**config.mk**
```make
export PLATFORM = sky130hd
export DESIGN_NAME = first_fit_free_list_allocator
export DESIGN_NICKNAME = d
export VERILOG_FILES = /design/src/sv/fffl_pkg.sv /design/src/sv/fffl_ram.sv /design/src/sv/fffl_alu.sv /design/src/sv/first_fit_free_list_allocator.sv
export SDC_FILE = /design/constraint.sdc
export NUM_CORES = 2
export LEC_CHECK = 0
export ABC_AREA = 1
export ABC_CLOCK_PERIOD_IN_PS = 9800
export BUFFER_PORTS_ARGS = -buffer_cell sky130_fd_sc_hd__buf_2
export CAP_MARGIN = 20
export CORE_MARGIN = 3
export CORE_UTILIZATION = 35
export CTS_BUF_LIST = sky130_fd_sc_hd__clkbuf_2 sky130_fd_sc_hd__clkbuf_4 sky130_fd_sc_hd__clkbuf_8
export DETAILED_ROUTE_END_ITERATION = 7
export SLEW_MARGIN = 30
export SYNTH_ARGS = -nofsm -noshare
export SYNTH_HDL_FRONTEND = slang
export SYNTH_HIERARCHICAL = 1
export SYNTH_SLANG_ARGS = --single-unit
```
**constraint.sdc**
```tcl
create_clock -name i_clk -period 9.8 [get_ports i_clk]
set_input_delay 1.96 -clock i_clk [delete_from_list [all_inputs] [get_ports i_clk]]
set_output_delay 1.96 -clock i_clk [all_outputs]
set_load 0.005 [all_outputs]
```
**src/sv/fffl_pkg.sv**
```systemverilog
// package: widths, codes, payload and control types for the free-list allocator
`default_nettype none
package fffl_pkg;

    localparam int ADDR_BITS        = 48;
    localparam int SIZE_BITS        = 32;
    localparam int ALU_BITS         = (ADDR_BITS > SIZE_BITS) ? ADDR_BITS : SIZE_BITS;
    localparam int MARGIN_BITS      = 8;
    localparam int FREE_ENTRIES_DEF = 16;

    localparam logic [MARGIN_BITS-1:0] MARGIN_RESET = 8'd24;

    localparam logic ACT_FREE  = 1'b0;
    localparam logic ACT_ALLOC = 1'b1;

    typedef enum logic [1:0] {
        ST_OK      = 2'd0,
        ST_NOFIT   = 2'd1,
        ST_IGNORED = 2'd2,
        ST_FULL    = 2'd3
    } t_status;

    typedef enum logic [3:0] {
        S_IDLE,
        S_DECODE,
        S_FREE_WR,
        S_SCAN_RD,
        S_SCAN_CMP,
        S_SPLIT_CHK,
        S_SPLIT_WR,
        S_CLOSE_RD,
        S_CLOSE_WR,
        S_DONE
    } t_state;

    typedef enum logic {
        ALU_ADD,
        ALU_SUB
    } t_alu_op;

    typedef struct packed {
        t_alu_op             op;
        logic [ALU_BITS-1:0] a;
        logic [ALU_BITS-1:0] b;
    } t_alu_req;

    typedef struct packed {
        logic [ALU_BITS-1:0] res;
        logic                carry;
    } t_alu_rsp;

    typedef struct packed {
        logic                 action;
        logic [ADDR_BITS-1:0] block_address;
        logic [SIZE_BITS-1:0] request_size;
    } t_req;

    typedef struct packed {
        t_status              status;
        logic [ADDR_BITS-1:0] granted_address;
    } t_rsp;

endpackage
`default_nettype wire

```
**src/sv/fffl_ram.sv**
```systemverilog
// generic single-port-write, registered-read ram
`default_nettype none
module fffl_ram #(
    parameter int WIDTH = 8,
    parameter int DEPTH = 16
) (
    input  wire logic                     i_clk,
    input  wire logic                     i_we,
    input  wire logic [$clog2(DEPTH)-1:0] i_waddr,
    input  wire logic [WIDTH-1:0]         i_wdata,
    input  wire logic                     i_re,
    input  wire logic [$clog2(DEPTH)-1:0] i_raddr,
    output logic      [WIDTH-1:0]         o_rdata
);

    logic [WIDTH-1:0] r_mem [DEPTH];
    logic [WIDTH-1:0] r_rdata;

    always_ff @(posedge i_clk) begin
        if (i_we) begin
            r_mem[i_waddr] <= i_wdata;
        end
        if (i_re) begin
            r_rdata <= r_mem[i_raddr];
        end
    end

    assign o_rdata = r_rdata;

endmodule
`default_nettype wire

```
**src/sv/fffl_alu.sv**
```systemverilog
// shared add / subtract unit with carry out
`default_nettype none
module fffl_alu (
    input  var fffl_pkg::t_alu_req i_req,
    output fffl_pkg::t_alu_rsp     o_rsp
);
    import fffl_pkg::*;

    logic [ALU_BITS-1:0] w_b;
    logic [ALU_BITS:0]   w_sum;

    always_comb begin
        w_b   = (i_req.op == ALU_SUB) ? ~i_req.b : i_req.b;
        w_sum = {1'b0, i_req.a} + {1'b0, w_b} + {{ALU_BITS{1'b0}}, (i_req.op == ALU_SUB)};
        o_rsp.res   = w_sum[ALU_BITS-1:0];
        o_rsp.carry = w_sum[ALU_BITS];
    end

endmodule
`default_nettype wire

```
**src/sv/first_fit_free_list_allocator.sv**
```systemverilog
// top level: first-fit free-block table with sequencer, shared alu and table ram
//
//  channel | signals                     | transaction when
//  --------+-----------------------------+----------------------------
//  request | i_valid, o_stall, i_data    | i_valid && !o_stall
//  result  | o_valid, i_stall, o_data    | o_valid && !i_stall
//  config  | i_cfg_we, i_cfg_wdata       | i_cfg_we
//
// free: decode, table write, result (no write if ignored or full). allocate: decode,
// scan read+compare per entry, on a fit a split check, then split write or close.
// the table is a circular buffer; a free moves the head pointer back one.
// reset empties the table at once; entries are never read before written.
// a result waits in the output register while i_stall is high; o_stall stays
// high from accept until the result is loaded.
`default_nettype none
module first_fit_free_list_allocator #(
    parameter int FREE_ENTRIES = fffl_pkg::FREE_ENTRIES_DEF
) (
    input  wire logic                             i_clk,
    input  wire logic                             i_rst_n,
    input  wire logic                             i_valid,
    output logic                                  o_stall,
    input  var fffl_pkg::t_req                    i_data,
    output logic                                  o_valid,
    input  wire logic                             i_stall,
    output fffl_pkg::t_rsp                        o_data,
    input  wire logic                             i_cfg_we,
    input  wire logic [fffl_pkg::MARGIN_BITS-1:0] i_cfg_wdata
);
    import fffl_pkg::*;

    localparam int PTR_W = $clog2(FREE_ENTRIES);
    localparam int CNT_W = $clog2(FREE_ENTRIES + 1);
    localparam int ENT_W = ADDR_BITS + SIZE_BITS;

    localparam logic [PTR_W-1:0] PTR_LAST  = PTR_W'(FREE_ENTRIES - 1);
    localparam logic [CNT_W-1:0] CNT_FULL  = CNT_W'(FREE_ENTRIES);
    localparam logic [CNT_W-1:0] CNT_ONE   = CNT_W'(1);

    t_state                 r_state, n_state;
    t_req                   r_in, n_in;
    logic [PTR_W-1:0]       r_head, n_head;
    logic [CNT_W-1:0]       r_count, n_count;
    logic [CNT_W-1:0]       r_idx, n_idx;
    logic [PTR_W-1:0]       r_ptr, n_ptr;
    logic [PTR_W-1:0]       r_wptr, n_wptr;
    logic [SIZE_BITS-1:0]   r_diff, n_diff;
    logic [ADDR_BITS-1:0]   r_start, n_start;
    t_status                r_status, n_status;
    logic [ADDR_BITS-1:0]   r_grant, n_grant;
    t_rsp                   r_out, n_out;
    logic                   r_out_valid, n_out_valid;
    logic [MARGIN_BITS-1:0] r_margin, n_margin;

    t_alu_req               w_alu_req;
    t_alu_rsp               w_alu_rsp;
    logic                   w_we;
    logic [PTR_W-1:0]       w_waddr;
    logic [ENT_W-1:0]       w_wdata;
    logic                   w_re;
    logic [PTR_W-1:0]       w_raddr;
    logic [ENT_W-1:0]       w_rdata;
    logic [ADDR_BITS-1:0]   w_rd_start;
    logic [SIZE_BITS-1:0]   w_rd_bytes;

    function automatic logic [PTR_W-1:0] ptr_inc(input logic [PTR_W-1:0] p);
        return (p == PTR_LAST) ? '0 : p + PTR_W'(1);
    endfunction

    function automatic logic [PTR_W-1:0] ptr_dec(input logic [PTR_W-1:0] p);
        return (p == '0) ? PTR_LAST : p - PTR_W'(1);
    endfunction

    assign w_rd_start = w_rdata[ENT_W-1:SIZE_BITS];
    assign w_rd_bytes = w_rdata[SIZE_BITS-1:0];

    fffl_ram #(
        .WIDTH (ENT_W),
        .DEPTH (FREE_ENTRIES)
    ) u_table (
        .i_clk   (i_clk),
        .i_we    (w_we),
        .i_waddr (w_waddr),
        .i_wdata (w_wdata),
        .i_re    (w_re),
        .i_raddr (w_raddr),
        .o_rdata (w_rdata)
    );

    fffl_alu u_alu (
        .i_req (w_alu_req),
        .o_rsp (w_alu_rsp)
    );

    always_ff @(posedge i_clk) begin
        if (!i_rst_n) begin
            r_state     <= S_IDLE;
            r_head      <= '0;
            r_count     <= '0;
            r_out_valid <= 1'b0;
            r_margin    <= MARGIN_RESET;
        end else begin
            r_state     <= n_state;
            r_head      <= n_head;
            r_count     <= n_count;
            r_out_valid <= n_out_valid;
            r_margin    <= n_margin;
        end
    end

    always_ff @(posedge i_clk) begin
        r_in     <= n_in;
        r_idx    <= n_idx;
        r_ptr    <= n_ptr;
        r_wptr   <= n_wptr;
        r_diff   <= n_diff;
        r_start  <= n_start;
        r_status <= n_status;
        r_grant  <= n_grant;
        r_out    <= n_out;
    end

    always_comb begin
        n_state     = r_state;
        n_in        = r_in;
        n_head      = r_head;
        n_count     = r_count;
        n_idx       = r_idx;
        n_ptr       = r_ptr;
        n_wptr      = r_wptr;
        n_diff      = r_diff;
        n_start     = r_start;
        n_status    = r_status;
        n_grant     = r_grant;
        n_out       = r_out;
        n_out_valid = r_out_valid;
        n_margin    = i_cfg_we ? i_cfg_wdata : r_margin;

        w_alu_req.op = ALU_SUB;
        w_alu_req.a  = ALU_BITS'(w_rd_bytes);
        w_alu_req.b  = ALU_BITS'(r_in.request_size);
        w_we         = 1'b0;
        w_waddr      = r_ptr;
        w_wdata      = w_rdata;
        w_re         = 1'b0;
        w_raddr      = r_ptr;

        if (r_out_valid && !i_stall) begin
            n_out_valid = 1'b0;
        end

        case (r_state)
            S_IDLE: begin
                if (i_valid) begin
                    n_in    = i_data;
                    n_state = S_DECODE;
                end
            end
            S_DECODE: begin
                n_grant = '0;
                if (r_in.action == ACT_FREE) begin
                    if (r_in.block_address == '0 || r_in.request_size == '0) begin
                        n_status = ST_IGNORED;
                        n_state  = S_DONE;
                    end else if (r_count == CNT_FULL) begin
                        n_status = ST_FULL;
                        n_state  = S_DONE;
                    end else begin
                        n_head  = ptr_dec(r_head);
                        n_state = S_FREE_WR;
                    end
                end else begin
                    if (r_count == '0) begin
                        n_status = ST_NOFIT;
                        n_state  = S_DONE;
                    end else begin
                        n_idx   = '0;
                        n_ptr   = r_head;
                        n_state = S_SCAN_RD;
                    end
                end
            end
            S_FREE_WR: begin
                w_we     = 1'b1;
                w_waddr  = r_head;
                w_wdata  = {r_in.block_address, r_in.request_size};
                n_count  = r_count + CNT_ONE;
                n_status = ST_OK;
                n_state  = S_DONE;
            end
            S_SCAN_RD: begin
                w_re    = 1'b1;
                n_state = S_SCAN_CMP;
            end
            S_SCAN_CMP: begin
                // bytes - request, carry set when the entry fits
                if (w_alu_rsp.carry) begin
                    n_diff  = w_alu_rsp.res[SIZE_BITS-1:0];
                    n_start = w_rd_start;
                    n_grant = w_rd_start;
                    n_state = S_SPLIT_CHK;
                end else if (r_idx == r_count - CNT_ONE) begin
                    n_status = ST_NOFIT;
                    n_state  = S_DONE;
                end else begin
                    n_idx   = r_idx + CNT_ONE;
                    n_ptr   = ptr_inc(r_ptr);
                    n_state = S_SCAN_RD;
                end
            end
            S_SPLIT_CHK: begin
                // margin - diff borrows when the leftover exceeds the margin
                w_alu_req.op = ALU_SUB;
                w_alu_req.a  = ALU_BITS'(r_margin);
                w_alu_req.b  = ALU_BITS'(r_diff);
                n_status     = ST_OK;
                if (!w_alu_rsp.carry) begin
                    n_state = S_SPLIT_WR;
                end else if (r_idx == r_count - CNT_ONE) begin
                    n_count = r_count - CNT_ONE;
                    n_state = S_DONE;
                end else begin
                    n_wptr  = r_ptr;
                    n_state = S_CLOSE_RD;
                end
            end
            S_SPLIT_WR: begin
                w_alu_req.op = ALU_ADD;
                w_alu_req.a  = ALU_BITS'(r_start);
                w_alu_req.b  = ALU_BITS'(r_in.request_size);
                w_we         = 1'b1;
                w_waddr      = r_ptr;
                w_wdata      = {w_alu_rsp.res[ADDR_BITS-1:0], r_diff};
                n_state      = S_DONE;
            end
            S_CLOSE_RD: begin
                w_re    = 1'b1;
                w_raddr = ptr_inc(r_ptr);
                n_ptr   = ptr_inc(r_ptr);
                n_state = S_CLOSE_WR;
            end
            S_CLOSE_WR: begin
                w_we    = 1'b1;
                w_waddr = r_wptr;
                w_wdata = w_rdata;
                n_wptr  = r_ptr;
                n_idx   = r_idx + CNT_ONE;
                if (r_idx + CNT_ONE == r_count - CNT_ONE) begin
                    n_count = r_count - CNT_ONE;
                    n_state = S_DONE;
                end else begin
                    n_state = S_CLOSE_RD;
                end
            end
            S_DONE: begin
                if (!r_out_valid || !i_stall) begin
                    n_out.status          = r_status;
                    n_out.granted_address = r_grant;
                    n_out_valid           = 1'b1;
                    n_state               = S_IDLE;
                end
            end
            default: begin
                n_state = S_IDLE;
            end
        endcase
    end

    assign o_stall = (r_state != S_IDLE);
    assign o_valid = r_out_valid;
    assign o_data  = r_out;

endmodule
`default_nettype wire
```
==> Yosys cells after proc, flatten, opt, wreduce, memory -nomap -nowiden <==
Memories as Yosys holds them, arrays and structs flattened. A register that Yosys moved wholly into a read port is not among the register bits.
Cells that the tools add are included.
{ "classes": {"addsub": 7, "n_eq_ne": 27, "n_mux": 52, "bitwise": 4, "reduce_logical": 32} }
{ "op_table": {"columns": ["op", "n"], "rows": [
  ["97-bit one-hot mux with 2 select lines", 1],
  ["80-bit one-hot mux with 2 select lines", 1],
  ["48-bit 2-to-1 mux", 2],
  ["48-bit one-hot mux with 2 select lines", 1],
  ["4-bit 2-to-1 mux", 20],
  ["48-bit by 48-bit adder with 49-bit output", 1],
  ["49-bit by 1-bit adder with 49-bit output", 1],
  ["48-bit logical NOT", 1],
  ["48-bit inverter", 1],
  ["4-bit one-hot mux with 9 select lines", 1],
  ["5-bit 2-to-1 mux", 7],
  ["32-bit logical NOT", 1],
  ["5-bit one-hot mux with 3 select lines", 2],
  ["2-bit != test (second input constant)", 10],
  ["4-bit by 3-bit == test with 1-bit output (second input constant)", 4],
  ["4-bit one-hot mux with 2 select lines", 2],
  ["5-bit AND reduction", 3],
  ["4-bit == test (second input constant)", 3],
  ["2-bit 2-to-1 mux", 6],
  ["4-bit one-hot mux with 3 select lines", 1],
  ["3-bit nonzero test", 4],
  ["5-bit by 1-bit adder with 5-bit output (second input constant)", 2],
  ["5-bit == test", 2],
  ["2-bit AND reduction", 5],
  ["other kinds (23)", 40]
]} }
{ "word_totals": {"ff_bits": 296, "ram_bits": 1280, "inputBits": 94, "out_inout_bits": 52, "wordCells": 140, "mem_count": 1} }
{ "memory_table": {"columns": ["name", "words", "word_bits", "rd", "rd_ports_with_merged_regs", "wr", "line", "text"], "rows": [
  ["u_table.r_mem", 16, 80, 1, 1, 1, "fffl_ram.sv:16", "logic [WIDTH-1:0] r_mem [DEPTH];"]
]} }

==> Logic depth before layout (Yosys ltp) <==
{ "depth": {"depth_word": 8, "ltp_mapped": 32, "mapped_depth_nobuf": 31} }

==> By module <==
Netlist, hierarchy kept.
{ "modules_own_cells": {"columns": ["module", "instances", "cells_each", "area_per_inst_um2", "seq_area_each_um2"], "rows": [
  ["fffl_ram", 1, 5255, 56993.4, 40839.2],
  ["first_fit_free_list_allocator", 1, 1272, 13118.8, 8668.3],
  ["fffl_alu", 1, 901, 4673.2, 0.0]
]} }

==> Worst setup path before layout <==
OpenSTA, ideal clock, no wires.
{ "synth_timing": {"kind": "reg-to-reg", "startpoint": "reg r_state[3]", "endpoint": "reg r_status[0] (enable)", "setup_ns": 0.260, "t_arrival_ns": 6.766, "required_time_ns": 9.540, "setup_slack_ns": 2.774, "path_stages_with_launch": 27, "n_path_buf": 3, "period_less_slack_ns": 7.026, "cell_sequence": "dfxtp_1 > inv_2 > nand2_1 > nor2_2 > inv_1 > clkbuf_1 > buf_2 > buf_2 > xor2_1 > ha_1 > nand2_1 > nand3_1 > nand2_1 > nand2_2 > inv_1 > o21bai_2 > nand2_1 > nand2_1 > nand2_1 > nand2_1 > inv_1 > nor2_2 > inv_1 > nand2_1 > nor2_1 > o21ai_1 > a21oi_1"} }
{ "synth_rtl": {"columns": ["element", "line", "text"], "rows": [
  ["start, declared", "first_fit_free_list_allocator.sv:40", "t_state r_state, n_state;"],
  ["start signal, assigned", "first_fit_free_list_allocator.sv:103", "r_state <= n_state;"],
  ["end signal, assigned", "first_fit_free_list_allocator.sv:118", "r_status <= n_status;"],
  ["end, declared", "first_fit_free_list_allocator.sv:49", "t_status r_status, n_status;"]
]} }

==> impl_summary.txt <==
----------------------------------------------------
[Power and ir drop]
  Clock network fraction of total power ... between 20% and 30%
  Power per Cell Area ... between 200 and 300 mW/mm^2
  Power share of the sequential group ... about two fifths
  Total power ... approximately 23 mW
  Fraction of power spent switching nets ... a little under two fifths
  VDD IR-drop max ... around 0.22 mV
  Psw ... approximately 9 mW
  Power share of the combinational group ... between 30% and 40%
  Leakage power of the design ... between 30 and 40 nW
  Internal Pwr Total ... between 10 and 15 mW

[Cells and area]
  Share of layout cells above drive strength 1 ... between 10 and 15%
  Share of the core filled with cells ... 39.9%
  Final nets ... 7859
  Design Area, Final ... between 0.08 and 0.09 sq mm
  Synth-to-Final Area Change ... 13.4%

[Die]
  Height of the die ... 468 microns
  Width of the die ... roughly 470 microns
  Floorplan die area ... about 0.22 sq mm
  Total I/O pin count ... about 150
  Area of the core region ... ~0.21 sq mm
  Initial core utilization ... 35.2%
  Placement Rows ... 169

[Flow run]
  Max-Cap Viols ... 0

[Status]
  Result of the run ... finished clean

[Setup path]
  Slack of the worst reg-to-reg path ... approximately 3500 ps
  Critical R2R Launch ... r_state[3]
  Capturing element type of the critical path ... flip-flop
  Biggest fanout along the worst timing path ... approximately 50
  Critical path's largest stage delay ... 760 ps
  Worst Setup Start Kind ... flip-flop
  Type of the setup path with the least slack ... flip-flop to flip-flop
  Data required time at the worst endpoint ... 10500 ps
  Library cell contributing the largest single delay on the critical path ... sky130_fd_sc_hd__nand2_4
  R2R Path End ... r_status[0]
  Top cell by count, worst path ... sky130_fd_sc_hd__nand2_1
  Worst-case reg-to-reg path depth ... 30
  Worst EP arrival ... 7030 ps

[Place]
  Weighted congestion at the end of routability-driven global placement ... between 0.9 and 1
  Quantity of I/O buffers inserted on ports ... 145
  Instance area after placement ... around 0.079 sq mm
  Detailed Place HPWL ... 134000 microns

[STA]
  Pins Over Slew Limit ... 0
  Slew at the pin closest to its max-slew limit ... approximately 1000 ps
  RSZ-0062 raised after global routing ... false
  Sum of negative setup slack ... 0 ps
  Final critical-path required period ... between 6000 and 7000 ps
  Final setup violation count ... 0
  Period utilization ... 64.6%
  Max_slew headroom ... roughly 30%
  Peak clock frequency supported by timing ... about 160 MHz
  Number of hold-slack violations in the final timing report ... 0
  Layout Skew ... 107 ps

[Hold path]
  Worst hold start ... r_grant[28]
  Class of the tightest hold or removal check ... flip-flop to flip-flop
  Worst hold stages ... 0
  End of the worst hold path ... o_data[28]

[CTS]
  H-tree levels ... 5
  Clock sinks ... about 1.7k
  Quantity of gates resized following cts ... 0
  Buffers inserted by post-CTS timing repair ... 0
  Clock latency on the worst-skew pair ... around 1100 ps
  Clock transition at the registers of the reported paths ... 50 ps
  TritonCTS clock tree ... done
  Buffer cell driving the clock tree root ... sky130_fd_sc_hd__clkbuf_8
  Clock Path Buffers ... 4
  Number of buffers inserted by hold repair at cts ... 0
  Total CTS buffers ... ~300

[Global route]
  Maximum number of pins on one net before global-route repair ... 197
  Antenna violations before repair ... 12
  Leftover overflow at the end of global routing ... 0
  Number of global-route vias before repair ... between 40k and 50k
  Wire length of the first global-routing pass ... around 330000 microns
  Overall Global Routing Usage ... between 20% and 30%

[Synthesis]
  Number of distinct library cell variants in the gate-level netlist after synthesis ... 43
  Number of flops mapped to enable cells by yosys ... 1634
  Asr flop ratio synth ... 0%
  Main synth FF type ... sky130_fd_sc_hd__edfxtp_1
  Gate count after technology mapping ... between 7k and 8k
  Total of flip-flops plus latches after synthesis ... 1656
  Number of synthesis warnings ... 6
  Area of the mapped netlist ... 0.0748 sq mm
  Sequential cell area fraction in the yosys report ... approximately two thirds
  Per-instance average area after synthesis ... between 10 and 15 sq um

[Routing]
  DR vias/cell ... 4.91
  Final routed DRC violation total ... 0
  Via total after detailed routing ... 52.7k
  Number of nets with antenna violations after detailed routing ... 0
  Detailed-routing iteration count for the pre-antenna-repair pass ... 8
  Final WL ... 231000 microns
  DRC marker count from the first detailed-route iteration ... roughly 5.6k
  Detail-routed net length per standard cell ... around 22 microns

----------------------------------------------------
-- power by group through the flow --
stage               clock [mW]  combinational [mW]  sequential (mW)
finish                    6.26                7.51             9.52
global route              6.72                8.23             9.54
CTS                       6.39                7.42             9.52
detailed placement           0                7.39             9.66
global placement             0                7.26             9.66
floorplan                    0                4.85             9.46
-- cell families (layout without fill, tap and decap cells) --
| family | after synthesis | after routing | share of synthesized area (%) |
|---|---|---|---|
| AND/OR/NAND/NOR | 3816 | 3816 | 21.5 |
| flip-flops | 1656 | 1656 | 66.2 |
| buffers and inverters | 1613 | 2079 | 8.60 |
| AO/OA/AOI/OAI | 199 | 199 | 1.74 |
| XOR/XNOR | 86 | 86 | 1.01 |
| adder cells (fa/ha/maj) | 57 | 57 | 0.964 |
| other | 1 | 24 | 0.00501 |
-- placed cells by master, fill, tap and decap left out, drive strengths merged --
master	instances
clkinv	96
a22o	19
a211oi	1
clkinvlp	6
inv	1292
o21bai	9
conb	16
nand2	2439
diode	8
edfxtp	1634
or2	2
nor3	15
o221ai	2
a21o	1
nor2	280
o211ai	67
nand3b	7
xnor2	11
bufinv	9
fa	1
o21ai	48
a21oi	51
nand4	23
buf	275
ha	56
o21a	1
clkbuf	401
dfxtp	22
nand3	1050
xor2	75
-- cell type report --
type / count / area, sq um
fillers: 20400 / 128000
flip-flops and latches: 1656 / 49500
multi-input cells: 4174 / 19100
clock buffers: 396 / 4910
inverters: 1295 / 4890
well taps: 2821 / 3530
repair buffers: 280 / 2100
clock inverters: 108 / 709
diodes: 8 / 20.0
-- sequential cells by signal (all words and copies together) (netlist names) --
signal	count
r_count	5
r_diff	32
r_margin	8
r_status	2
r_in	81
o_data	50
r_head	4
r_wptr	4
r_idx	5
r_start	48
u_table/r_mem	1280
u_table/o_rdata	80
r_grant	48
o_valid	1
r_state	4
r_ptr	4
-- worst max-delay path, delay by kind of cell, from the launching register on --
family | cells | cell delay, ps
adders and majority gates | 1 | 400
and+or+nand+nor | 18 | 3130
DFF | 1 | 500
AOI/OAI and AO/OA | 3 | 440
buffers and inverters | 8 | 1570
-- Yosys cell counts (all sizes together) (2+ instances only) --
library cell / instances / area share (%)
a21oi: 51 / 0.37
a22o: 19 / 0.22
buf: 249 / 1.8
clkbuf: 69 / 0.35
clkinv: 2 / 0.010
dfxtp: 22 / 0.59
edfxtp: 1634 / 66
ha: 56 / 0.94
inv: 1293 / 6.5
nand2: 2439 / 12
nand3: 1050 / 7.1
nand3b: 7 / 0.097
nand4: 23 / 0.19
nor2: 280 / 1.6
nor3: 15 / 0.13
o211ai: 67 / 0.67
o21ai: 48 / 0.32
o21bai: 9 / 0.095
o221ai: 2 / 0.023
or2: 2 / 0.017
xnor2: 11 / 0.13
xor2: 75 / 0.88
-- stage by stage --
| stage | std cells | worst slack [ps] | hold slack (ps) |
|---|---|---|---|
| 3_3_place_gp | 10200 | 3470 | 402 |
| 3_5_place_dp | 10200 | 3440 | 405 |
| 5_1_grt | 10700 | 2980 | 421 |
| 4_1_cts | 10700 | 3400 | 417 |
| 6_report | 10700 | 3470 | 415 |
| 2_1_floorplan | 7443 | 2770 | 400 |
-- metal layers --
| metal | global-route usage [%] | wire [microns] | vias up |
|---|---|---|---|
| met5 | 0 | 14 | - |
| met4 | 8.17 | 8410 | 4 |
| met3 | 3.96 | 19600 | 379 |
| met2 | 32.4 | 106000 | 2321 |
| met1 | 28.3 | 96900 | 25400 |
| li1 | - | - | 24600 |
-- worst max path at each step --
stage / depth (start not counted) / slack (ps) / to / from
3_3_place_gp: 29 / 3470 / r_idx[1] / r_state[3]
6_report: 30 / 3470 / r_status[0] / r_state[3]
4_1_cts: 29 / 3400 / r_idx[1] / r_state[3]
5_1_grt: 30 / 2980 / r_status[0] / r_state[3]
2_1_floorplan: 26 / 2770 / r_status[0] / r_state[3]
3_5_place_dp: 29 / 3440 / r_idx[1] / r_state[3]
(Power assumes the default switching activity.)
